`src/sv/buddy_page_allocator_assert.svh`:
```
// ----------------------------------------------------------------------------
// Buddy page allocator assertion macros
// Concurrent checks clocked on aclk, disabled while aresetn is low.
// ----------------------------------------------------------------------------
`ifndef BUDDY_PAGE_ALLOCATOR_ASSERT_SVH
`define BUDDY_PAGE_ALLOCATOR_ASSERT_SVH
`ifndef SYNTHESIS
`define BPA_ASSERT_IMP(lbl, ante, cons, msg) \
    lbl: assert property (@(posedge aclk) disable iff (!aresetn) (ante) |-> (cons)) \
        else $error(msg);
`define BPA_ASSERT_NXT(lbl, ante, cons, msg) \
    lbl: assert property (@(posedge aclk) disable iff (!aresetn) (ante) |=> (cons)) \
        else $error(msg);
`else
`define BPA_ASSERT_IMP(lbl, ante, cons, msg)
`define BPA_ASSERT_NXT(lbl, ante, cons, msg)
`endif
`endif

```
`src/sv/bpa_ram.sv`:
```
// ----------------------------------------------------------------------------
// Buddy page allocator generic RAM
// One write port, one read port, read data registered.
// ----------------------------------------------------------------------------
module bpa_ram #(
    parameter int WIDTH = 8,
    parameter int DEPTH = 16
) (
    input  logic                     aclk,
    input  logic                     we,
    input  logic [$clog2(DEPTH)-1:0] waddr,
    input  logic [WIDTH-1:0]         wdata,
    input  logic [$clog2(DEPTH)-1:0] raddr,
    output logic [WIDTH-1:0]         rdata
);

    logic [WIDTH-1:0] mem_reg [DEPTH];
    logic [WIDTH-1:0] rd_reg;

    always_ff @(posedge aclk) begin
        if (we) begin
            mem_reg[waddr] <= wdata;
        end
        rd_reg <= mem_reg[raddr];
    end

    assign rdata = rd_reg;

endmodule

```
`config.mk`:
```
export PLATFORM = sky130hd
export DESIGN_NAME = bpa_ram
export DESIGN_NICKNAME = d
export VERILOG_FILES = /design/src/sv/buddy_page_allocator_assert.svh /design/src/sv/bpa_ram.sv
export SDC_FILE = /design/constraint.sdc
export NUM_CORES = 1
export LEC_CHECK = 0
export CAP_MARGIN = 25
export CELL_PAD_IN_SITES_DETAIL_PLACEMENT = 1
export CELL_PAD_IN_SITES_GLOBAL_PLACEMENT = 2
export CORE_MARGIN = 4
export CORE_UTILIZATION = 54
export CTS_CLUSTER_DIAMETER = 60
export DETAILED_ROUTE_END_ITERATION = 10
export DONT_BUFFER_PORTS = 1
export PLACE_DENSITY = 0.94
export RECOVER_POWER = 100
export SYNTH_ARGS = -nofsm -noshare
export SYNTH_HDL_FRONTEND = slang
export SYNTH_SLANG_ARGS = --single-unit
```
`constraint.sdc`:
```
create_clock -name aclk -period 2.58 [get_ports aclk]
set_clock_uncertainty 0.05 [all_clocks]
set_input_delay 0.129 -clock aclk [delete_from_list [all_inputs] [get_ports aclk]]
set_output_delay 0.129 -clock aclk [all_outputs]
set_load 0.01 [all_outputs]
```
==> summary.md <==
| Metric | Value |
|---|---|
| DRT Pass-1 Iters | 4 |
| Layout area overhead | 15.8% |
| Worst-Skew Late Latency | 0.51 ns |
| MaxCap Viol Count | 0 |
| Required time worst endpoint | 2.93 ns |
| Number of remaining DRC errors | 0 |
| Lkg Pwr | 1.93 nW |
| Worst Slack Setup Final | 0.205 ns |
| Tot GR Track Use | 21.5% |
| WL final | 11100 um |
| Worst reg-to-reg setup slack | 0.21 ns |
| Post-CTS setup buffers | 0 |
| Routed via count | 2405 |
| Tcrit/Tclk final | 92.0% |
| Final Util | 64.5% |
| Net Count, Synth | 247 |
| DR vias/cell | 6.00 |
| Cells after Synth | 229 |
| Initial drt markers | 155 |
| Longest Clk Path Bufs | 2 |
| Post-DRT Antenna Nets | 0 |
| Hold_buf cts | 16 |
| Die Wd | 106 um |
| Max Slew Vio Count | 0 |
| Antenna Diode Count | 0 |
| Post-detail-place hpwl | 6720 um |
| Num ports | 26 |
| PortBufs | 0 |
| Number of global-route vias before repair | 2605 |
| Htree depth | 4 |
| Largest register FFs | 128 |
| Placer Congestion | 0.777 |
| Syn Std Cell Area | 5150 um2 |
| Share of cells above drive strength 1 | 18.4% |
| Setup TNS | 0 ns |
| RSZ-0062 raised after global routing | no |
| CP most frequent cell | dlygate4sd3_1 |
| Status | finished clean |
| Final setup viols | 0 |
| Crit path kind | reg2reg |
| Final min period | 2.37 ns |
| Row cnt | 35 |
| TritonCTS clock tree | built |
| Power per cell area | 823 nW/um2 |
| Gates resized, CTS repair | 0 |
| Vert. Die Dim | 106 um |
| Most frequent cells in the layout | edfxtp_1, mux4_2, a22oi_1, clkbuf_16 |
| GRT overflow | 0 |
| Crit. End Element | flop |
| Final Hold Fails | 0 |
| Setup Slack @ Placement | 0.934 ns |
| Initial Util | 55.7% |
| Non-Filler Cell Area, Final | 5960 um2 |
| First-pass GRT wire length | 16800 um |
| Worst-path maximum fanout | 1 |
| Critical path's slowest cell | dlygate4sd3_1 |
| Synthesis-stage register bit count | 136 |
| Peak Freq | 0.421 GHz |
| Worst hold slack | 0.00852 ns |
| CTS Buf Count | 17 |
| Synth cell types | 19 |
| CTS sink count | 136 |
| Antenna violations before repair | 0 |
| CP arrival | 2.72 ns |
| Sequential-to-total area share from yosys stat | 77.8% |
| NumNets Final | 277 |
| CP delay by family, top | buffers and inverters |
| Worst-path clk slew | 0.06 ns |
| Synth Area per Inst | 22.5 um2 |
| Worst-path cell chain | mux4_1 -> dlygate4sd3_1 -> a22oi_1 -> dlygate4sd3_1 -> nand2_1 |
| Worst Tran Pin Value | 0.961 ns |
| Die Area | 11200 um2 |
| Max transition margin | 35.7% |
| Routed WL per cell | 27.7 um |
| Peak supply drop | 0.416 mV |
| CP startpoint kind | flop |
| Root Driver | clkbuf_8 |
| Synth warn | 0 |
| CP bufs+invs | 2 |
| Slowest stage delay, CP | 0.57 ns |
| Area of the core | 9240 um2 |
| Leading cell type in the layout, fill and taps excluded | edfxtp_1 |
| Largest net degree at the start of global routing | 33 |
| Hold crit path type | in2reg |
| Area post-placement | 5250 um2 |
==> layer usage <==
metal / global-route usage (%) / share of wire (%)
met5: 0 / 0
met1: 29.4 / 42
met4: 6.75 / 0.99
met3: 4.59 / 5.4
met2: 35.0 / 52
==> worst reg2reg max path, stage by stage (launching register included) <==
cell	delay, ns
edfxtp_1	0.38
mux4_1	0.48
dlygate4sd3_1	0.57
a22oi_1	0.17
dlygate4sd3_1	0.57
nand2_1	0.04
==> path summary, 6_finish.rpt <==
| check | cells past startpoint | to | startpoint |
|---|---|---|---|
| max | 5 | rdata[5]$_DFF_P_ | mem_reg[10][5]$_DFFE_PP_ |
| min | 3 | rdata[7]$_DFF_P_ | raddr[0] |
| max reg2reg | 5 | rdata[5]$_DFF_P_ | mem_reg[10][5]$_DFFE_PP_ |
| min reg2reg | 3 | rdata[6]$_DFF_P_ | mem_reg[12][6]$_DFFE_PP_ |
==> report_power, final <==
part | switching (mW) | leakage (nW) | internal (mW)
Combinational | 0.116 | 0.454 | 0.0902
Sequential | 0.0240 | 1.22 | 2.47
Clock | 0.924 | 0.250 | 1.28
==> layout make-up <==
| type | count | area [um2] |
|---|---|---|
| sequential | 136 | 4000 |
| fill | 744 | 3280 |
| multi-input combinational | 83 | 1060 |
| clock buffer | 18 | 418 |
| timing repair buffer | 21 | 199 |
| tap | 129 | 161 |
| clock inverter | 14 | 124 |
==> metrics by stage <==
step / total power [mW] / cells
final: 4.91 / 401
after global routing: 5.06 / 401
after CTS: 4.93 / 400
after detailed placement: 2.68 / 352
after global placement: 2.66 / 352
after floorplan: 2.66 / 229
==> synthesized netlist by cell type <==
master	n	share of area (%)
edfxtp_1	128	75
mux4_2	18	7.9
a22oi_1	16	2.3
mux4_1	14	7.1
nor2_1	13	0.95
nand2_1	9	0.66
dfxtp_1	8	3.1
nor3_1	4	0.39
buf_2	3	0.29
buf_6	3	0.66
clkdlybuf4s25_2	3	0.58
nand2b_1	2	0.24
nand3b_1	2	0.29
and2_1	1	0.12
and2b_1	1	0.15
buf_4	1	0.15
nand3_1	1	0.097
nor2b_1	1	0.12
or3b_2	1	0.17
==> cell families (layout without fill, tap and decap cells) <==
kind of cell / after synthesis / after routing / synth area share (%)
buf+inv: 10 / 53 / 1.68
simple gates: 35 / 35 / 3.18
compound gates: 16 / 16 / 2.33
flops: 136 / 136 / 77.8
mux: 32 / 32 / 15.0
No activity file was read; power rests on OpenSTA's default activity.
